**src/design/pspr_pkg.sv**
```systemverilog
// ----------------------------------------------------------------------------
// Property section parser package
// Shared types, codes and the property id table for the section parser.
// ----------------------------------------------------------------------------
package pspr_pkg;

  localparam int unsigned DATA_W    = 8;
  localparam int unsigned VALUE_W   = 32;
  localparam int unsigned SECTION_W = 28;
  localparam int unsigned FIELD_W   = 16;
  localparam int unsigned USED_W    = 29;
  localparam int unsigned VCOUNT_W  = 3;

  // A varint may hold at most this many bytes.
  localparam logic [VCOUNT_W-1:0] VARINT_MAX_BYTES = 3'd4;

  typedef enum logic [3:0] {
    PH_IDLE    = 4'd0,
    PH_LEN     = 4'd1,
    PH_ID      = 4'd2,
    PH_FIXED   = 4'd3,
    PH_VARINT  = 4'd4,
    PH_SLEN    = 4'd5,
    PH_CONTENT = 4'd6,
    PH_DONE    = 4'd7,
    PH_ERROR   = 4'd8
  } phase_t;

  typedef enum logic [2:0] {
    TY_BYTE = 3'd0,
    TY_TWO  = 3'd1,
    TY_FOUR = 3'd2,
    TY_VAR  = 3'd3,
    TY_STR  = 3'd4,
    TY_BIN  = 3'd5,
    TY_PAIR = 3'd6,
    TY_NONE = 3'd7
  } ptype_t;

  typedef enum logic [2:0] {
    ROLE_LENGTH  = 3'd0,
    ROLE_ID      = 3'd1,
    ROLE_FIXED   = 3'd2,
    ROLE_VARINT  = 3'd3,
    ROLE_STRLEN  = 3'd4,
    ROLE_CONTENT = 3'd5,
    ROLE_IGNORED = 3'd6
  } role_t;

  typedef enum logic [1:0] {
    ERR_NONE      = 2'd0,
    ERR_MALFORMED = 2'd1,
    ERR_PROTOCOL  = 2'd2
  } err_t;

  typedef struct packed {
    logic [DATA_W-1:0] data_byte;
    logic              section_start;
    logic              last_byte;
  } pspr_word_t;

  typedef struct packed {
    phase_t               phase;
    logic [SECTION_W-1:0] section_remaining;
    logic [VCOUNT_W-1:0]  varint_count;
    logic [DATA_W-1:0]    current_id;
    ptype_t               current_type;
    logic [VALUE_W-1:0]   value_acc;
    logic [FIELD_W-1:0]   field_remaining;
    logic                 pair_half;
    logic [USED_W-1:0]    used_count;
  } pspr_state_t;

  typedef struct packed {
    role_t              byte_role;
    logic [DATA_W-1:0]  property_id;
    logic [DATA_W-1:0]  data_out;
    logic [VALUE_W-1:0] value;
    logic               value_done;
    logic               pair_part;
    logic               section_done;
    err_t               error_code;
    logic [USED_W-1:0]  bytes_used;
  } pspr_result_t;

  // Value type of each property id from the standard table.
  function automatic ptype_t id_type(input logic [DATA_W-1:0] id);
    ptype_t t;
    case (id) inside
      8'h01, 8'h17, 8'h19, 8'h24, 8'h25, 8'h28, 8'h29, 8'h2A: t = TY_BYTE;
      8'h13, 8'h21, 8'h22, 8'h23:                             t = TY_TWO;
      8'h02, 8'h11, 8'h18, 8'h27:                             t = TY_FOUR;
      8'h0B:                                                  t = TY_VAR;
      8'h03, 8'h08, 8'h12, 8'h15, 8'h1A, 8'h1C, 8'h1F:        t = TY_STR;
      8'h09, 8'h16:                                           t = TY_BIN;
      8'h26:                                                  t = TY_PAIR;
      default:                                                t = TY_NONE;
    endcase
    return t;
  endfunction

endpackage

```
**src/design/pspr_in_if.sv**
```systemverilog
// ----------------------------------------------------------------------------
// Property section parser input channel
// Valid/ready channel that carries one raw section byte per word.
// ----------------------------------------------------------------------------
interface pspr_in_if;
  logic       valid;
  logic       ready;
  logic [7:0] data_byte;
  logic       section_start;
  logic       last_byte;

  modport source (output valid, output data_byte, output section_start,
                  output last_byte, input ready);
  modport sink   (input valid, input data_byte, input section_start,
                  input last_byte, output ready);
endinterface

```
**src/design/pspr_out_if.sv**
```systemverilog
// ----------------------------------------------------------------------------
// Property section parser result channel
// Valid/ready channel that carries the tagged result of one byte per word.
// ----------------------------------------------------------------------------
interface pspr_out_if;
  logic        valid;
  logic        ready;
  logic [2:0]  byte_role;
  logic [7:0]  property_id;
  logic [7:0]  data_out;
  logic [31:0] value;
  logic        value_done;
  logic        pair_part;
  logic        section_done;
  logic [1:0]  error_code;
  logic [28:0] bytes_used;

  modport source (output valid, output byte_role, output property_id,
                  output data_out, output value, output value_done,
                  output pair_part, output section_done, output error_code,
                  output bytes_used, input ready);
  modport sink   (input valid, input byte_role, input property_id,
                  input data_out, input value, input value_done,
                  input pair_part, input section_done, input error_code,
                  input bytes_used, output ready);
endinterface

```
**src/design/pspr_in_reg.sv**
```systemverilog
// ----------------------------------------------------------------------------
// Property section parser input register
// Holds one incoming word until the parse stage takes it.
// ----------------------------------------------------------------------------
module pspr_in_reg (
  input  logic               clk,
  input  logic               rst,
  pspr_in_if.sink            stream,
  input  logic               advance,
  output logic               full,
  output pspr_pkg::pspr_word_t word
);

  // The register can take a new word when it is empty or being drained.
  assign stream.ready = !full || advance;

  always_ff @(posedge clk) begin
    if (rst) begin
      full <= 1'b0;
    end else if (stream.ready) begin
      full <= stream.valid;
    end
  end

  always_ff @(posedge clk) begin
    if (stream.valid && stream.ready) begin
      word.data_byte     <= stream.data_byte;
      word.section_start <= stream.section_start;
      word.last_byte     <= stream.last_byte;
    end
  end

endmodule

```
**src/design/pspr_step.sv**
```systemverilog
// ----------------------------------------------------------------------------
// Property section parser step logic
// Next parser state and tagged result for one byte.
// ----------------------------------------------------------------------------
module pspr_step (
  input  pspr_pkg::pspr_word_t   word,
  input  pspr_pkg::pspr_state_t  cur,
  output pspr_pkg::pspr_state_t  nxt,
  output pspr_pkg::pspr_result_t res
);

  pspr_pkg::pspr_state_t s;
  pspr_pkg::err_t        err;
  pspr_pkg::ptype_t      ty;
  logic                  body;
  logic                  complete;
  logic                  pair_switch;
  logic [2:0]            vcount;
  logic [4:0]            shamt;
  logic [31:0]           acc;
  logic [15:0]           fr;

  always_comb begin
    s = cur;
    if (word.section_start) begin
      s = '0;
      s.phase = pspr_pkg::PH_LEN;
    end
    nxt = s;

    res = '0;
    res.byte_role  = pspr_pkg::ROLE_IGNORED;
    res.error_code = pspr_pkg::ERR_NONE;
    res.bytes_used = s.used_count;

    err         = pspr_pkg::ERR_NONE;
    ty          = pspr_pkg::id_type(word.data_byte);
    body        = 1'b0;
    complete    = 1'b0;
    pair_switch = (s.current_type == pspr_pkg::TY_PAIR) && !s.pair_half;
    vcount      = s.varint_count + 3'd1;
    shamt       = 5'(s.varint_count[1:0]) * 5'd7;
    acc         = s.value_acc | (32'(word.data_byte[6:0]) << shamt);
    fr          = s.field_remaining - 16'd1;

    if (s.phase != pspr_pkg::PH_IDLE && s.phase != pspr_pkg::PH_DONE &&
        s.phase != pspr_pkg::PH_ERROR) begin
      nxt.used_count = s.used_count + 29'd1;
      res.bytes_used = nxt.used_count;
      res.data_out   = word.data_byte;
      body = (s.phase != pspr_pkg::PH_LEN);
      if (body && s.section_remaining != '0) begin
        nxt.section_remaining = s.section_remaining - 28'd1;
      end
      if (s.phase == pspr_pkg::PH_SLEN || s.phase == pspr_pkg::PH_CONTENT) begin
        res.property_id = s.current_id;
        res.pair_part   = (s.current_type == pspr_pkg::TY_PAIR) && s.pair_half;
      end

      case (s.phase)
        pspr_pkg::PH_LEN, pspr_pkg::PH_VARINT: begin
          if (s.phase == pspr_pkg::PH_LEN) begin
            res.byte_role = pspr_pkg::ROLE_LENGTH;
          end else begin
            res.byte_role   = pspr_pkg::ROLE_VARINT;
            res.property_id = s.current_id;
          end
          nxt.value_acc    = acc;
          nxt.varint_count = vcount;
          res.value        = acc;
          if (word.data_byte[7]) begin
            if (vcount >= pspr_pkg::VARINT_MAX_BYTES) begin
              err = pspr_pkg::ERR_MALFORMED;
            end
          end else begin
            res.value_done = 1'b1;
            if (s.phase == pspr_pkg::PH_LEN) begin
              nxt.section_remaining = acc[27:0];
              if (acc[27:0] == '0) begin
                nxt.phase        = pspr_pkg::PH_DONE;
                res.section_done = 1'b1;
              end else begin
                nxt.phase = pspr_pkg::PH_ID;
              end
            end else begin
              complete = 1'b1;
            end
          end
        end
        pspr_pkg::PH_ID: begin
          res.byte_role    = pspr_pkg::ROLE_ID;
          res.property_id  = word.data_byte;
          nxt.current_id   = word.data_byte;
          nxt.current_type = ty;
          nxt.pair_half    = 1'b0;
          nxt.value_acc    = '0;
          nxt.varint_count = '0;
          case (ty)
            pspr_pkg::TY_BYTE: begin
              nxt.phase           = pspr_pkg::PH_FIXED;
              nxt.field_remaining = 16'd1;
            end
            pspr_pkg::TY_TWO: begin
              nxt.phase           = pspr_pkg::PH_FIXED;
              nxt.field_remaining = 16'd2;
            end
            pspr_pkg::TY_FOUR: begin
              nxt.phase           = pspr_pkg::PH_FIXED;
              nxt.field_remaining = 16'd4;
            end
            pspr_pkg::TY_VAR: begin
              nxt.phase = pspr_pkg::PH_VARINT;
            end
            pspr_pkg::TY_NONE: begin
              err = pspr_pkg::ERR_PROTOCOL;
            end
            default: begin
              nxt.phase           = pspr_pkg::PH_SLEN;
              nxt.field_remaining = 16'd2;
            end
          endcase
        end
        pspr_pkg::PH_FIXED: begin
          res.byte_role       = pspr_pkg::ROLE_FIXED;
          res.property_id     = s.current_id;
          nxt.value_acc       = {s.value_acc[23:0], word.data_byte};
          res.value           = nxt.value_acc;
          nxt.field_remaining = fr;
          if (fr == '0) begin
            res.value_done = 1'b1;
            complete       = 1'b1;
          end
        end
        pspr_pkg::PH_SLEN: begin
          res.byte_role       = pspr_pkg::ROLE_STRLEN;
          nxt.value_acc       = {16'd0, s.value_acc[7:0], word.data_byte};
          res.value           = nxt.value_acc;
          nxt.field_remaining = fr;
          if (fr == '0) begin
            res.value_done      = 1'b1;
            nxt.field_remaining = nxt.value_acc[15:0];
            if (nxt.value_acc[15:0] == '0) begin
              // An empty key moves straight on to the value of a pair.
              if (pair_switch) begin
                nxt.pair_half       = 1'b1;
                nxt.value_acc       = '0;
                nxt.field_remaining = 16'd2;
                nxt.phase           = pspr_pkg::PH_SLEN;
              end else begin
                complete = 1'b1;
              end
            end else begin
              nxt.phase = pspr_pkg::PH_CONTENT;
            end
          end
        end
        default: begin
          res.byte_role       = pspr_pkg::ROLE_CONTENT;
          res.value           = s.value_acc;
          nxt.field_remaining = fr;
          if (fr == '0) begin
            if (pair_switch) begin
              nxt.pair_half       = 1'b1;
              nxt.value_acc       = '0;
              nxt.field_remaining = 16'd2;
              nxt.phase           = pspr_pkg::PH_SLEN;
            end else begin
              complete = 1'b1;
            end
          end
        end
      endcase

      if (err == pspr_pkg::ERR_NONE) begin
        if (complete) begin
          nxt.phase = pspr_pkg::PH_ID;
        end
        // The byte that uses up the section must also close a property.
        if (body && nxt.section_remaining == '0) begin
          if (nxt.phase == pspr_pkg::PH_ID) begin
            nxt.phase        = pspr_pkg::PH_DONE;
            res.section_done = 1'b1;
          end else begin
            err = pspr_pkg::ERR_MALFORMED;
          end
        end
      end
      if (err == pspr_pkg::ERR_NONE && word.last_byte &&
          nxt.phase != pspr_pkg::PH_DONE) begin
        err = pspr_pkg::ERR_MALFORMED;
      end
      if (err != pspr_pkg::ERR_NONE) begin
        nxt.phase        = pspr_pkg::PH_ERROR;
        res.section_done = 1'b0;
      end
      res.error_code = err;
    end
  end

endmodule

```
**src/design/property_section_parser.sv**
```systemverilog
// A byte accepted into the input register is parsed from there into the registered result word.
// Throughput: one byte per cycle while the result channel is not stalled, set by the parser state update loop.
// The input register takes a new word while a finished result still waits, but only when it is empty.
// Reset (rst, synchronous, active high) empties both stages and returns the parser to idle.
// ----------------------------------------------------------------------------
// Property section parser
// Tags each byte of a property section with its role, builds values and
// lengths, and flags malformed or protocol errors, one byte per word.
// ----------------------------------------------------------------------------
module property_section_parser (
  input  logic      clk,
  input  logic      rst,
  pspr_in_if.sink   stream,
  pspr_out_if.source result
);

  pspr_pkg::pspr_word_t   word;
  pspr_pkg::pspr_state_t  state;
  pspr_pkg::pspr_state_t  state_next;
  pspr_pkg::pspr_result_t step_res;
  pspr_pkg::pspr_result_t res;
  logic                   full;
  logic                   advance;
  logic                   process;

  assign advance = !result.valid || result.ready;
  assign process = full && advance;

  pspr_in_reg u_in_reg (
    .clk     (clk),
    .rst     (rst),
    .stream  (stream),
    .advance (advance),
    .full    (full),
    .word    (word)
  );

  pspr_step u_step (
    .word (word),
    .cur  (state),
    .nxt  (state_next),
    .res  (step_res)
  );

  always_ff @(posedge clk) begin
    if (rst) begin
      // The all-zero state has the parser idle.
      state <= '0;
    end else if (process) begin
      state <= state_next;
    end
  end

  always_ff @(posedge clk) begin
    if (rst) begin
      result.valid <= 1'b0;
    end else if (advance) begin
      result.valid <= full;
    end
  end

  always_ff @(posedge clk) begin
    if (process) begin
      res <= step_res;
    end
  end

  assign result.byte_role    = res.byte_role;
  assign result.property_id  = res.property_id;
  assign result.data_out     = res.data_out;
  assign result.value        = res.value;
  assign result.value_done   = res.value_done;
  assign result.pair_part    = res.pair_part;
  assign result.section_done = res.section_done;
  assign result.error_code   = res.error_code;
  assign result.bytes_used   = res.bytes_used;

  a_done_no_error: assert property (@(posedge clk) disable iff (rst)
    result.valid |-> !(result.section_done && result.error_code != pspr_pkg::ERR_NONE))
    else $error("section completion reported together with an error");

  a_error_enters_error_phase: assert property (@(posedge clk) disable iff (rst)
    (process && step_res.error_code != pspr_pkg::ERR_NONE)
      |=> (state.phase == pspr_pkg::PH_ERROR))
    else $error("parser did not stop after an error");

  a_done_ignores: assert property (@(posedge clk) disable iff (rst)
    (process && !word.section_start && state.phase == pspr_pkg::PH_DONE)
      |=> (result.valid && result.byte_role == pspr_pkg::ROLE_IGNORED))
    else $error("byte after a finished section was not ignored");

  a_stall_blocks_input: assert property (@(posedge clk) disable iff (rst)
    (full && result.valid && !result.ready) |-> !stream.ready)
    else $error("input taken while both stages are held");

endmodule
```
**src/flat_wrapper.sv**
```systemverilog
// flat-port wrapper written by rule: the top's interface ports become plain ports
module property_section_parser_flat 
  (clk, rst, stream_valid, stream_data_byte, stream_section_start, stream_last_byte, stream_ready, result_valid, result_byte_role, result_property_id, result_data_out, result_value, result_value_done, result_pair_part, result_section_done, result_error_code, result_bytes_used, result_ready);
  pspr_in_if stream_i ();
  pspr_out_if result_i ();
  input  logic clk;
  input  logic rst;
  input wire logic [$bits(stream_i.valid)-1:0] stream_valid;
  input wire logic [$bits(stream_i.data_byte)-1:0] stream_data_byte;
  input wire logic [$bits(stream_i.section_start)-1:0] stream_section_start;
  input wire logic [$bits(stream_i.last_byte)-1:0] stream_last_byte;
  output wire logic [$bits(stream_i.ready)-1:0] stream_ready;
  output wire logic [$bits(result_i.valid)-1:0] result_valid;
  output wire logic [$bits(result_i.byte_role)-1:0] result_byte_role;
  output wire logic [$bits(result_i.property_id)-1:0] result_property_id;
  output wire logic [$bits(result_i.data_out)-1:0] result_data_out;
  output wire logic [$bits(result_i.value)-1:0] result_value;
  output wire logic [$bits(result_i.value_done)-1:0] result_value_done;
  output wire logic [$bits(result_i.pair_part)-1:0] result_pair_part;
  output wire logic [$bits(result_i.section_done)-1:0] result_section_done;
  output wire logic [$bits(result_i.error_code)-1:0] result_error_code;
  output wire logic [$bits(result_i.bytes_used)-1:0] result_bytes_used;
  input wire logic [$bits(result_i.ready)-1:0] result_ready;
  assign stream_i.valid = stream_valid;
  assign stream_i.data_byte = stream_data_byte;
  assign stream_i.section_start = stream_section_start;
  assign stream_i.last_byte = stream_last_byte;
  assign stream_ready = stream_i.ready;
  assign result_valid = result_i.valid;
  assign result_byte_role = result_i.byte_role;
  assign result_property_id = result_i.property_id;
  assign result_data_out = result_i.data_out;
  assign result_value = result_i.value;
  assign result_value_done = result_i.value_done;
  assign result_pair_part = result_i.pair_part;
  assign result_section_done = result_i.section_done;
  assign result_error_code = result_i.error_code;
  assign result_bytes_used = result_i.bytes_used;
  assign result_i.ready = result_ready;
  property_section_parser u_core (.clk(clk), .rst(rst), .stream(stream_i), .result(result_i));
endmodule
```
**config.mk**
```make
export PLATFORM = sky130hd
export DESIGN_NAME = property_section_parser_flat
export DESIGN_NICKNAME = d
export VERILOG_FILES = /design/src/design/pspr_pkg.sv /design/src/design/pspr_in_if.sv /design/src/design/pspr_out_if.sv /design/src/design/pspr_in_reg.sv /design/src/design/pspr_step.sv /design/src/design/property_section_parser.sv /design/src/flat_wrapper.sv
export SDC_FILE = /design/constraint.sdc
export NUM_CORES = 1
export LEC_CHECK = 0
export BUFFER_PORTS_ARGS = -buffer_cell sky130_fd_sc_hd__buf_2
export CAP_MARGIN = 30
export CELL_PAD_IN_SITES_DETAIL_PLACEMENT = 0
export CELL_PAD_IN_SITES_GLOBAL_PLACEMENT = 1
export CORE_MARGIN = 5
export CORE_UTILIZATION = 45
export CTS_CLUSTER_SIZE = 30
export DETAILED_ROUTE_END_ITERATION = 7
export GPL_TIMING_DRIVEN = 0
export PLACE_DENSITY = 0.78
export SLEW_MARGIN = 40
export SYNTH_ARGS = -nofsm -noshare
export SYNTH_HDL_FRONTEND = slang
export SYNTH_SLANG_ARGS = --single-unit
export TNS_END_PERCENT = 30
```
**constraint.sdc**
```tcl
create_clock -name clk -period 6 [get_ports clk]
set_clock_uncertainty 0.05 [all_clocks]
set_input_delay 0.6 -clock clk [delete_from_list [all_inputs] [get_ports clk]]
set_output_delay 0.6 -clock clk [all_outputs]
set_load 0.05 [all_outputs]
```
Yosys cells after proc, flatten, opt, wreduce, memory -nomap -nowiden
Index checks and enable logic that the tools add are counted.
{"block": "word_totals", "mem_bits_ro": 0, "latch_bits": 0, "regBits": 221, "memories": 0, "output_inout_bits": 87, "ram_bits": 0}
{"block": "classes", "magnitude_cmp": 1, "eq_ne": 43, "n_addsub": 4, "div": 0, "n_shift": 1, "n_reduce_logical": 38, "n_mux": 76, "n_bitwise": 2, "mul": 1}
{"cell": "32-bit case mux with 4 select lines", "n": 2}
{"cell": "124-bit two-way mux", "n": 2}
{"cell": "33-bit two-way mux", "n": 3}
{"cell": "49-bit two-way mux", "n": 2}
{"cell": "8-bit by 5-bit == test with 1-bit output (second input constant)", "n": 11}
{"cell": "28-bit two-way mux", "n": 3}
{"cell": "8-bit by 6-bit == test with 1-bit output (second input constant)", "n": 10}
{"cell": "32-bit two-way mux", "n": 2}
{"cell": "16-bit case mux with 4 select lines", "n": 1}
{"cell": "28-bit zero test", "n": 2}
{"cell": "4-bit two-way mux", "n": 12}
{"cell": "16-bit case mux with 3 select lines", "n": 1}
{"cell": "16-bit zero test", "n": 2}
{"cell": "32-bit bitwise OR", "n": 1}
{"cell": "7-bit by 5-bit << shifter with 32-bit output", "n": 1}
{"cell": "29-bit by 1-bit adder with 29-bit output (second input constant)", "n": 1}
{"cell": "29-bit two-way mux", "n": 1}
{"cell": "28-bit nonzero test", "n": 1}
{"cell": "28-bit by 1-bit subtractor with 28-bit output (second input constant)", "n": 1}
{"cell": "8-bit by 4-bit == test with 1-bit output (second input constant)", "n": 3}
{"cell": "8-bit case mux with 3 select lines", "n": 1}
{"cell": "2-bit two-way mux", "n": 11}
{"cell": "1-bit two-way mux", "n": 19}
{"cell": "8-bit by 2-bit == test with 1-bit output (second input constant)", "n": 2}
{"cell": "other kinds (39)", "n": 71}

Logic depth before layout (Yosys ltp)
Gate-level depths: netlist (run 1).
{"block": "logic_depth", "word_depth": 28, "ltp_mapped": 21}

Cells and area by module
From an unflattened synthesis (run 1), not the netlist that was laid out.
{"block": "hier_totals", "hier_cells": 1812, "hier_area_um2": 14931.8}
{"mod": "property_section_parser", "cells_each": 656, "instances": 1, "area_per_inst_um2": 7938.9}
{"mod": "pspr_step", "cells_each": 1141, "instances": 1, "area_per_inst_um2": 6637.6}
{"mod": "pspr_in_reg", "cells_each": 15, "instances": 1, "area_per_inst_um2": 355.3}

Worst setup path before layout (run 1)
OpenSTA, ideal clock, no wires.
{"block": "synth_timing", "path_type": "register to register", "startpoint": "reg u_core.u_in_reg.word[1] (netlist name)", "endpoint": "reg u_core.state[123] (netlist name)", "t_arrival_ns": 4.445, "period_less_slack_ns": 4.616, "setup_time_ns": 0.122, "stages_incl_launch_ff": 21, "setup_slack_ns": 1.384, "path_cell_list": "edfxtp_1 > buf_2 > inv_1 > clkbuf_1 > clkbuf_1 > clkbuf_1 > clkbuf_1 > nand2_1 > ha_1 > buf_1 > xnor2_1 > and3_1 > nand4_1 > nor4_1 > and3_1 > o41ai_1 > nor2_1 > a21oi_1 > mux2i_1 > nand3_2 > o311a_1"}
{"block": "synth_between", "elab_chain_cells": 25, "word_cells_on_any_way": 77}
{"element": "124-bit two-way mux (*)", "line_no": "pspr_step.sv:25", "text": "if (word.section_start) begin"}
{"element": "2-bit by 3-bit multiplier with 5-bit output", "line_no": "pspr_step.sv:42", "text": "shamt = 5'(s.varint_count[1:0]) * 5'd7;"}
{"element": "7-bit by 5-bit << shifter with 32-bit output", "line_no": "pspr_step.sv:43", "text": "acc = s.value_acc | (32'(word.data_byte[6:0]) << shamt);"}
{"element": "32-bit bitwise OR", "line_no": "pspr_step.sv:43"}
{"element": "28-bit zero test", "line_no": "pspr_step.sv:79", "text": "if (acc[27:0] == '0) begin"}
{"element": "3-bit two-way mux", "line_no": "pspr_step.sv:79"}
{"element": "32-bit two-way mux", "line_no": "pspr_step.sv:77", "text": "if (s.phase == pspr_pkg::PH_LEN) begin"}
{"element": "32-bit two-way mux", "line_no": "pspr_step.sv:71", "text": "if (word.data_byte[7]) begin"}
{"element": "(+8 left out)"}
{"element": "2-bit two-way mux", "line_no": "pspr_step.sv:46", "text": "if (s.phase != pspr_pkg::PH_IDLE && s.phase != pspr_pkg::PH_DONE &&"}
{"element": "2-bit zero test", "line_no": "pspr_step.sv:188", "text": "if (err == pspr_pkg::ERR_NONE && word.last_byte &&"}
{"element": "1-bit logical AND (2 in series)", "line_no": "pspr_step.sv:188"}
{"element": "2-bit two-way mux", "line_no": "pspr_step.sv:188"}
{"element": "2-bit two-way mux", "line_no": "pspr_step.sv:46"}
{"element": "2-bit nonzero test", "line_no": "pspr_step.sv:192", "text": "if (err != pspr_pkg::ERR_NONE) begin"}
{"element": "4-bit two-way mux", "line_no": "pspr_step.sv:192"}
{"element": "124-bit two-way mux (*)", "line_no": "pspr_step.sv:46"}
{"element": "end signal: assignment", "line_no": "property_section_parser.sv:50", "text": "state <= state_next;"}
{"element": "end: declaration", "line_no": "property_section_parser.sv:18", "text": "pspr_pkg::pspr_state_t state;"}
Mark *: on every way between the ends. The rest lies on a longest branch, timed or not. The select of a mux whose other input is x is not followed.
A chain may end at the register's enable or synchronous reset.

Final worst setup path (run 1)
{"block": "layout_timing", "startpoint": "reg u_core.u_in_reg.word[1] (netlist name)", "endpoint": "reg u_core.res (netlist bit u_core.result.section_done), data pin"}
{"block": "layout_between", "elab_chain_cells": 24, "word_cells_on_any_way": 84}
{"element": "124-bit two-way mux (*)", "line_no": "pspr_step.sv:25"}
{"element": "2-bit by 3-bit multiplier with 5-bit output", "line_no": "pspr_step.sv:42"}
{"element": "7-bit by 5-bit << shifter with 32-bit output", "line_no": "pspr_step.sv:43"}
{"element": "32-bit bitwise OR", "line_no": "pspr_step.sv:43"}
{"element": "28-bit zero test", "line_no": "pspr_step.sv:79"}
{"element": "3-bit two-way mux", "line_no": "pspr_step.sv:79"}
{"element": "32-bit two-way mux", "line_no": "pspr_step.sv:77"}
{"element": "32-bit two-way mux", "line_no": "pspr_step.sv:71"}
{"element": "(+7 left out)"}
{"element": "2-bit two-way mux", "line_no": "pspr_step.sv:174", "text": "if (err == pspr_pkg::ERR_NONE) begin"}
{"element": "2-bit two-way mux", "line_no": "pspr_step.sv:46"}
{"element": "2-bit zero test", "line_no": "pspr_step.sv:188"}
{"element": "1-bit logical AND (2 in series)", "line_no": "pspr_step.sv:188"}
{"element": "2-bit two-way mux", "line_no": "pspr_step.sv:188"}
{"element": "2-bit two-way mux", "line_no": "pspr_step.sv:46"}
{"element": "2-bit nonzero test", "line_no": "pspr_step.sv:192"}
{"element": "2-bit OR reduction (no source line)"}
{"element": "end signal: assignment", "line_no": "property_section_parser.sv:64", "text": "res <= step_res;"}
{"element": "end: declaration", "line_no": "property_section_parser.sv:21", "text": "pspr_pkg::pspr_result_t res;"}
Marks and branches as above.

==> impl_metrics.csv, run 1 <==
group,metric,value,unit
run_status,status,"complete, no violations",
critical_path,worstPathArrival,6.24,ns
final_layout,drive_gt1_share,13.3,%
route,drt_iter0_drc,1568,
die,fp.dieH,178,um
critical_path,path_delay_family,"compound AO/OA/AOI/OAI gates",
job,drv_cap,0,
route,wl_per_cell,25.2,um
clock_network,cts_root_buf,"clkbuf_16",
global_routing,first_global_vias,12100,
final_layout,nNetsFinal,1680,
logic_synthesis,synth_ff_type,"dfxtp_1",
power,powerDensity,288,nW/um2
die,start_util,45.6,%
logic_synthesis,synth_cell_types,84,
route,totalWireLength,51.8,mm
logic_synthesis,synth_nets,1544,
power,leakage,5.25,nW
logic_synthesis,netlist.top_cell.by_area,"edfxtp_1",
global_routing,grt_pass1_wl,76.9,mm
logic_synthesis,ys_seq_area_share,42.3,%
critical_path,reg2reg_depth,20,
logic_synthesis,syn_area_per_cell,8.34,um2
critical_path,rrSetupSlack,0.1,ns
sta,setup_viol,0,
critical_path,startpoint_type,"flip-flop",
sta,layout_min_cycle_time,5.90,ns
die,die_w,178,um
logic_synthesis,synthCells,1524,
logic_synthesis,async_reset_ff_share,0,%
route,wl_met3,4.70,mm
clock_network,cts_buffers,26,
logic_synthesis,synth_warnings,0,
route,via_count,13200,
placed_design,place_area,13800,um2
clock_network,tritoncts,"done",
final_layout,syn_to_final_growth,16.9,%
critical_path,crit_buf_inv,7,
critical_path,critical_path.cell_chain,"buf_6, clkinvlp_4, clkbuf_4, clkbuf_4, clkbuf_2, clkbuf_4, nand2_1, ha_1, nor4b_4, nand3_1, o311ai_0, o21ai_0, a211oi_2, o2111ai_1, nor4_2, o2111ai_2, buf_4, a2111oi_4, a31oi_1, nor2_1",
logic_synthesis,synth.area.top_cells,"edfxtp_1 22%, dfxtp_1 20%, nor2_1 7.4%",
clock_network,clkTransAtPathRegs,0.08,ns
route,drt_first_pass_iters,6,
global_routing,antenna_found_initial,1,
critical_path,critPathSlowestCell,"edfxtp_1",
critical_path,crit_required,6.34,ns
global_routing,grt_max_degree,29,
power,ir_worst_vdd,0.211,mV
logic_synthesis,synth_edf_count,95,
placed_design,place_congestion,1.01,
global_routing,grt.overflow.total,0,
die,core,27900,um2
clock_network,worstSkewPairLatency,0.56,ns
logic_synthesis,synth_seq_cells,221,
final_layout,antennaDiodeCount,0,
sta,rsz0062_at_grt,"yes",
route,drc,0,
clock_network,cts.sinks,221,
sta,finalHoldViolations,0,
logic_synthesis,netlist.area_leader.share,22.4,%
die,io_pins,101,
critical_path,critPathKind,"flip-flop to flip-flop",
die,die_area,31700,um2
min_path,min_path_type,"input port to flip-flop",
route,final_antenna_net_count,0,
sta,max_freq,169,MHz
placed_design,place_hpwl,37.8,mm
critical_path,rr_startpoint,"u_core.u_in_reg.word[1]",
placed_design,place_ws,-1.42,ns
logic_synthesis,synth_area,12700,um2
critical_path,reg2reg_to,"u_core.result.section_done",
route,wl_met1,22.6,mm
final_layout,postLayoutCellArea,14900,um2
sta,setup_ws,0.0995,ns
critical_path,worstSetupPathDepth,20,
final_layout,nFillCells,2661,
sta,tightest_slew,0.899,ns
global_routing,track_usage,31.8,%
sta,period_share,98.3,%
sta,max_slew_margin,40.1,%
clock_network,clock_path_buffers,3,
route,vias_per_cell,6.43,
critical_path,cp-endpoint,"u_core.result.section_done",
critical_path,crit_start,"u_core.u_in_reg.word[1]",
power,total_power,4.28,mW
clock_network,cts-htree-levels,1,
critical_path,cpPeakStageDelay,0.54,ns
sta,report.final.slew_viol_count,0,
critical_path,path_common_cell,"clkbuf_4",
route,dr_wl_met2,22.6,mm
critical_path,cp_max_fo,10,
route,top_layer,"met5",
placed_design,io_buffers,99,
critical_path,cp-end-kind,"flip-flop",
die,rows,61,
cells in the final DEF, fill, tap and decap left out, types with 15 or more instances in the layout:
cell type and count:
nor2_1 251, nand2_1 141, a21oi_1 134, dfxtp_1 126
buf_2 110, edfxtp_1 95, clkbuf_1 84, a22oi_1 70
o21ai_0 56, nor3_1 46, xnor2_1 29, clkbuf_16 28
nand3_1 25, a211oi_1 24, nor2b_1 21, a31oi_1 20
inv_1 19, nand4_1 18, and3_1 18, buf_1 17
nor4_1 17, a22o_1 17, a21o_1 15, and2_1 15
cell families (layout without fill, tap and decap cells):
logic type	after synthesis	after routing	synth area share [%]
simple gates	648	648	24.8
buf+inv	144	300	4.49
xor+xnor	43	43	2.96
flops	221	221	42.3
mux	11	11	0.876
fa+ha+maj	6	6	0.591
compound gates	451	451	23.9
where the power goes:
part / internal (mW) / leakage [nW] / switching [mW]
sequential: 1.63 / 1.91 / 0.0475
clock: 0.994 / 0.433 / 0.694
combinational: 0.257 / 2.91 / 0.655
total: 2.88 / 5.25 / 1.40
cell type report:
type	count	area [um2]	share of cell area (%)
Clock inverter	16	179	1.20
Buffer	124	527	3.55
Tap cell	378	473	3.18
Inverter	20	78.8	0.531
Timing Repair Buffer	108	631	4.25
Clock buffer	32	726	4.89
Multi-Input combinational cell	1159	6860	46.2
Sequential cell	221	5380	36.2
routing by layer:
layer  vias to the layer above  global-route usage, %
li1                       5935                      -
met5                         -                      0
met1                      6427                   45.9
met2                       730                   48.7
met3                       139                   5.24
met4                         2                   10.5
registers in the layout (all words and copies together), names as in the netlist, 2 cells and up:
signal and cells:
u_core.result.value 32, u_core.state 124, u_core.result.error_code 2, u_core.result.bytes_used 29
u_core.result.byte_role 3, u_core.result.property_id 8, u_core.result.data_out 8, u_core.u_in_reg.word 10
synth_stat cells (all sizes together) (22+ instances only):
cell	n
nand3	26
a22oi	70
nor4	25
nand2	141
xnor2	29
edfxtp	95
nor2	253
a21oi	134
a31oi	22
clkbuf	89
o21ai	59
nor3	49
buf	35
dfxtp	126
a211oi	25
repair_timing:
item	in CTS	in global routing
buffers inserted	3	0
resized for setup	14	7
endpoints found under the setup margin	60	12
hold buffers	0	0
pin swaps	2	1
worst min path at each step:
stage                              startpoint                      end  cells after the start
after detailed placement     u_core.state[16]         u_core.state[16]                      2
after floorplan              u_core.state[92]         u_core.state[92]                      2
after global placement       u_core.state[20]         u_core.state[20]                      2
after global routing      stream_data_byte[4]  u_core.u_in_reg.word[6]                      1
after CTS                 stream_data_byte[4]  u_core.u_in_reg.word[6]                      1
final                     stream_data_byte[4]  u_core.u_in_reg.word[6]                      1
per-stage QoR:
stage | utilization (%) | std cells | setup TNS, ns | hold WS (ns)
floorplan | - | 1524 | 0 | 0.390
global placement | 49.1 | 2001 | -80.15 | 0.409
detailed placement | 49.6 | 2005 | -43.20 | 0.418
CTS | 53.1 | 2056 | 0 | 0.151
global route | 53.3 | 2058 | -0.0457 | 0.161
finish | 53.3 | 2058 | 0 | 0.161
(Power assumes the default switching activity.)
==> inputs of run 2 (changes only) <==
SETUP_SLACK_MARGIN = 0.15   (was default)
SYNTH_HIERARCHICAL = 1   (was default)
==> impl_metrics.csv, run 2 <==
group,metric,value,unit
sta,setup_ws,0.396,ns
clock_network,worstSkewPairLatency,0.57,ns
power,leakage,6.02,nW
critical_path,worstPathArrival,6.04,ns
global_routing,antenna_found_initial,0,
clock_network,tritoncts,"done",
route,drt_first_pass_iters,6,
placed_design,place_area,16100,um2
die,core,32600,um2
logic_synthesis,synthTopCellsByCount,"246 x a21oi_1, 154 x nand3_1, 147 x nand2_1",
power,ir_worst_vdd,0.218,mV
global_routing,grt.overflow.total,0,
sta,layout_min_cycle_time,5.60,ns
sta,tightest_slew,0.946,ns
logic_synthesis,yosysMostFrequentCell,"a21oi_1",
route,vias_per_cell,6.48,
route,wl_per_cell,26.6,um
critical_path,critPathKind,"flip-flop to flip-flop",
die,io_pins,101,
route,drt_iter0_drc,1958,
min_path,min_path_type,"input port to flip-flop",
global_routing,grt_pass1_wl,93.8,mm
sta,finalHoldViolations,0,
sta,rsz0062_at_grt,"no",
final_layout,nNetsFinal,1962,
run_status,status,"complete, no violations",
final_layout,drive_gt1_share,18.8,%
logic_synthesis,netlist.top_cell.by_area,"edfxtp_1",
die,die_w,192,um
final_layout,postLayoutCellArea,17100,um2
global_routing,use_met1,44.6,%
logic_synthesis,synth_edf_count,95,
placed_design,place_ws,-2.07,ns
logic_synthesis,synth_area,14900,um2
clock_network,cts-htree-levels,1,
die,start_util,45.8,%
final_layout,final_cell_mix,"245 x a21oi_1, 154 x nand3_1, 147 x nand2_1",
logic_synthesis,synth_ff_type,"dfxtp_1",
clock_network,postCtsHoldBufs,0,
final_layout,regArea,5380,um2
final_layout,antennaDiodeCount,0,
logic_synthesis,synth_cell_types,103,
power,powerDensity,251,nW/um2
route,totalWireLength,63.9,mm
placed_design,placed_cells_incl_taps,2356,
global_routing,grt_max_degree,43,
global_routing,met3_usage,6.09,%
route,final_antenna_net_count,0,
logic_synthesis,synth_nets,1832,
clock_network,clkTransAtPathRegs,0.06,ns
placed_design,place_congestion,1.02,
logic_synthesis,ys_seq_area_share,36.0,%
logic_synthesis,synthCells,1812,
global_routing,first_global_vias,14500,
critical_path,cp-end-kind,"flip-flop",
job,drv_cap,0,
final_layout,instances_no_fill,2405,
logic_synthesis,syn_area_per_cell,8.24,um2
critical_path,crit_required,6.43,ns
sta,setup_viol,0,
logic_synthesis,synth_warnings,6,
placed_design,place_hpwl,47.2,mm
final_layout,multi_input_area,8510,um2
clock_network,clock_path_buffers,3,
die,rows,66,
critical_path,cp_max_fo,19,
final_layout,finish.utilization,52.3,%
die,fp.dieH,192,um
logic_synthesis,synth_seq_cells,221,
sta,max_freq,178,MHz
global_routing,grtUsageMet2,53.0,%
final_layout,syn_to_final_growth,14.3,%
sta,max_slew_margin,37.0,%
critical_path,startpoint_type,"flip-flop",
logic_synthesis,synth.area.top_cells,"edfxtp_1 19%, dfxtp_1 17%, a21oi_1 8.2%",
placed_design,io_buffers,100,
final_layout,largest_reg_flops,124,
die,die_area,36900,um2
logic_synthesis,netlist.area_leader.share,19.1,%
global_routing,grt-busiest-layer,"met2",
power,total_power,4.29,mW
route,via_count,15600,
final_layout,final_common_cell,"a21oi_1",
clock_network,cts_root_buf,"clkbuf_16",
route,drc,0,
global_routing,track_usage,33.6,%
final_layout,nFillCells,3236,
clock_network,cts.sinks,221,
sta,report.final.slew_viol_count,0,
logic_synthesis,async_reset_ff_share,0,%
final_layout,top_register,"u_core/state",
sta,period_share,93.4,%
clock_network,cts_buffers,27,
-- run 2: cell count changes after synthesis, moves of 35 or more --
cell,change
nor2_1,-133
a21oi_1,+112
a21bo_1,+63
a22oi_1,-35
nand3_1,+129
a21bo_2,+62
-- run 2: cell type report --
class | count | area share [%]
inverters | 22 | 0.491
flip-flops and latches | 221 | 31.5
repair buffers | 104 | 3.30
plain buffers | 196 | 6.22
multi-input cells | 1370 | 49.9
clock inverters | 21 | 1.36
clock buffers | 29 | 4.00
well taps | 442 | 3.24
-- run 2: what timing repair did --
item / CTS / global route
endpoints found under the setup margin: 123 / 31
resized for setup: 11 / 12
pin swaps: 0 / 1
buffers inserted: 2 / 0
-- run 2: where the power goes --
group	leakage (nW)	internal, mW	switching [mW]
clock	0.445	1.00	0.696
combinational	3.66	0.257	0.676
sequential	1.91	1.62	0.0405
-- run 2: logic make-up (layout without fill, tap and decap cells) --
group                      Yosys count  count (layout)  synth area share (%)
xor gates and xnor gates            41              41                  2.40
AOI/OAI and AO/OA                  651             651                  29.9
adders and majority gates            6               6                 0.503
muxes                                3               3                 0.209
DFF                                221             221                  36.0
and+or+nand+nor                    669             669                  23.5
buffers and inverters              221             372                  7.44
-- run 2: path summary, 6_finish.rpt --
kind                             endpoint  cells after the start  slack, ns                    start
hold reg to reg      u_core/u_in_reg/full                      2       0.47     u_core/u_in_reg/full
hold / removal    u_core/u_in_reg/word[2]                      1       0.17      stream_data_byte[0]
setup / recovery        u_core/state[122]                     23       0.40  u_core/u_in_reg/word[1]
setup reg to reg        u_core/state[122]                     23       0.40  u_core/u_in_reg/word[1]
-- run 2: per-stage QoR --
| step | TNS (ns) | hold slack, ns |
|---|---|---|
| final | 0 | 0.168 |
| after global routing | 0 | 0.151 |
| after CTS | 0 | 0.148 |
| after detailed placement | -137.28 | 0.469 |
| after global placement | -179.65 | 0.457 |
| after floorplan | 0 | 0.494 |
-- run 2: per-layer routing --
| layer | vias up | wire, um |
|---|---|---|
| met5 | - | 0 |
| met4 | 0 | 3470 |
| met3 | 201 | 5990 |
| met2 | 887 | 28500 |
| met1 | 7522 | 26000 |
| li1 | 6980 | - |
-- run 2: critical path, stage by stage, from the launching register on --
cell and delay (ns):
edfxtp_1 0.37, buf_4 0.19, clkinv_2 0.21, buf_6 0.26
buf_4 0.29, clkbuf_8 0.31, buf_4 0.30, nand2_1 0.12
ha_1 0.19, clkbuf_1 0.19, xnor2_1 0.20, nand4b_1 0.13
a2111oi_2 0.38, nand4_1 0.21, nor4_4 0.40, buf_4 0.25
o211ai_1 0.12, a31oi_1 0.28, a31oi_1 0.16, a211oi_2 0.24
nand2_1 0.19, o21ai_1 0.24, nand3_1 0.10, a21oi_1 0.12
==> inputs of run 3 (changes only) <==
CTS_BUF_LIST = sky130_fd_sc_hd__clkbuf_16   (was default)
HOLD_SLACK_MARGIN = 0.1   (was default)
==> impl_metrics.csv, run 3 (synthesis results as in run 2) <==
group,metric,value,unit
clock_network,cts-htree-levels,1,
sta,setup_ws,0.401,ns
critical_path,rrSetupSlack,0.40,ns
die,fp.dieH,192,um
clock_network,clkTransAtPathRegs,0.07,ns
die,start_util,45.8,%
die,die_w,192,um
route,wl_per_cell,26.5,um
global_routing,grtUsageMet2,53.0,%
placed_design,place_ws,-2.07,ns
power,seqPwrFrac,38.6,%
global_routing,grt_pass1_wl,93.8,mm
critical_path,startpoint_type,"flip-flop",
final_layout,drive_gt1_share,18.8,%
route,drt_iter0_drc,1965,
route,drc,0,
placed_design,place_congestion,1.02,
critical_path,rr_startpoint,"u_core/u_in_reg/word[1]",
power,clkPwrFrac,39.6,%
final_layout,syn_to_final_growth,14.3,%
critical_path,critical_path.cell_chain,"buf_4, clkinv_2, buf_6, buf_4, clkbuf_8, buf_4, nand2_1, ha_1, clkbuf_1, xnor2_1, nand4b_1, a2111oi_2, nand4_1, nor4_4, buf_4, o211ai_1, a31oi_1, a31oi_1, a211oi_2, nand2_1, o21ai_1, nand3_1, a21oi_1",
final_layout,final_common_cell,"a21oi_1",
sta,finalHoldViolations,0,
sta,max_freq,179,MHz
min_path,hp-start,"stream_data_byte[0]",
clock_network,cts_buffers,27,
clock_network,clock_path_buffers,3,
clock_network,cts.sinks,221,
die,die_area,36900,um2
die,io_pins,101,
final_layout,instances_no_fill,2405,
final_layout,nNetsFinal,1962,
placed_design,place_hpwl,47.2,mm
route,totalWireLength,63.8,mm
critical_path,reg2reg_depth,23,
sta,setup_viol,0,
clock_network,worstSkewPairLatency,0.57,ns
critical_path,reg2reg_to,"u_core/state[122]",
final_layout,nFillCells,3236,
critical_path,cpPeakStageDelay,0.40,ns
critical_path,crit_buf_inv,8,
route,vias_per_cell,6.48,
route,via_count,15600,
sta,tightest_slew,0.956,ns
placed_design,placed_cells_incl_taps,2356,
power,ir_worst_vdd,0.218,mV
power,p_int,2.88,mW
critical_path,path_delay_family,"buffers and inverters",
global_routing,met3_usage,6.09,%
global_routing,antenna_found_initial,0,
critical_path,worstPathArrival,6.04,ns
final_layout,antennaDiodeCount,0,
clock_network,tritoncts,"done",
global_routing,track_usage,33.6,%
placed_design,io_buffers,100,
global_routing,grt_max_degree,43,
critical_path,crit_required,6.44,ns
die,core,32600,um2
min_path,hold_depth,1,
final_layout,final_cell_mix,"245 x a21oi_1, 154 x nand3_1, 147 x nand2_1",
final_layout,multi_input_area,8510,um2
critical_path,cp_max_fo,19,
power,comb_power_share,21.7,%
global_routing,first_global_vias,14500,
clock_network,cts_root_buf,"clkbuf_16",
final_layout,largest_reg_flops,124,
sta,max_slew_margin,36.3,%
power,leakage,6.03,nW
final_layout,top_register,"u_core/state",
power,switching_power,1.41,mW
route,final_antenna_net_count,0,
sta,rsz0062_at_grt,"no",
power,swShare,33.0,%
final_layout,finish.utilization,52.3,%
critical_path,critPathSlowestCell,"nor4_4",
sta,hold_ws,0.164,ns
run_status,status,"complete, no violations",
die,rows,66,
min_path,min_path_type,"input port to flip-flop",
route,drt_first_pass_iters,8,
critical_path,cp-end-kind,"flip-flop",
global_routing,use_met1,44.6,%
critical_path,path_common_cell,"buf_4",
clock_network,postCtsHoldBufs,0,
global_routing,grt.overflow.total,0,
sta,period_share,93.3,%
critical_path,critPathKind,"flip-flop to flip-flop",
final_layout,regArea,5380,um2
global_routing,grt-busiest-layer,"met2",
sta,report.final.slew_viol_count,0,
sta,layout_min_cycle_time,5.60,ns
job,drv_cap,0,
power,powerDensity,251,nW/um2
min_path,min_to,"u_core/u_in_reg/word[2]",
==> run 3: final cells by class <==
type,count,share of cell area [%]
Sequential cell,221,31.5
Buffer,196,6.22
Clock buffer,27,3.96
Tap cell,442,3.24
Timing Repair Buffer,104,3.30
Clock inverter,23,1.41
Multi-Input combinational cell,1370,49.9
Inverter,22,0.491
==> run 3: worst max-delay path by stage <==
stage | start | to | slack (ns) | depth (start not counted)
after CTS | u_core/u_in_reg/word[1] | u_core/state[122] | 0.17 | 22
after floorplan | u_core/u_in_reg/word[1] | u_core/state[123] | 1.08 | 23
after global routing | u_core/u_in_reg/word[1] | u_core/state[122] | 0.15 | 23
after global placement | u_core/u_in_reg/word[1] | u_core/state[122] | -2.39 | 23
final | u_core/u_in_reg/word[1] | u_core/state[122] | 0.40 | 23
after detailed placement | u_core/u_in_reg/word[1] | u_core/state[122] | -2.07 | 22
==> run 3: worst reg2reg max path, cell delays in order (launching register included) <==
cell and delay (ns):
edfxtp_1 0.37, buf_4 0.19, clkinv_2 0.22, buf_6 0.25, buf_4 0.29, clkbuf_8 0.32, buf_4 0.31, nand2_1 0.12
ha_1 0.19, clkbuf_1 0.19, xnor2_1 0.20, nand4b_1 0.13, a2111oi_2 0.38, nand4_1 0.21, nor4_4 0.40, buf_4 0.26
o211ai_1 0.12, a31oi_1 0.28, a31oi_1 0.16, a211oi_2 0.24, nand2_1 0.19, o21ai_1 0.24, nand3_1 0.10, a21oi_1 0.12
==> run 3: layer usage <==
layer,part of all wire (%),wire length (um)
met3,9.5,6060
met4,5.3,3390
met1,40,25800
met5,0,0
met2,45,28500
==> run 3: what timing repair did <==
action	in CTS	in global routing
endpoints found under the setup margin	123	31
resized for setup	11	12
buffers inserted	2	0
endpoints found under the hold margin	0	0
pin swaps	0	1
==> run 3: power groups by stage <==
stage	Sequential, mW	Combinational, mW	Clock, mW
after CTS	1.66	0.899	1.73
after detailed placement	1.69	0.892	0
after floorplan	1.77	0.506	0
after global routing	1.66	0.974	1.79
after global placement	1.69	0.893	0
final	1.66	0.932	1.70
==> run 3: stage by stage <==
stage	total power [mW]	setup TNS, ns	instance area, um2
after floorplan	2.28	0	14900
final	4.29	0	17100
after global routing	4.43	0	17100
after detailed placement	2.58	-137.28	16100
after CTS	4.28	0	17000
after global placement	2.59	-179.65	16000
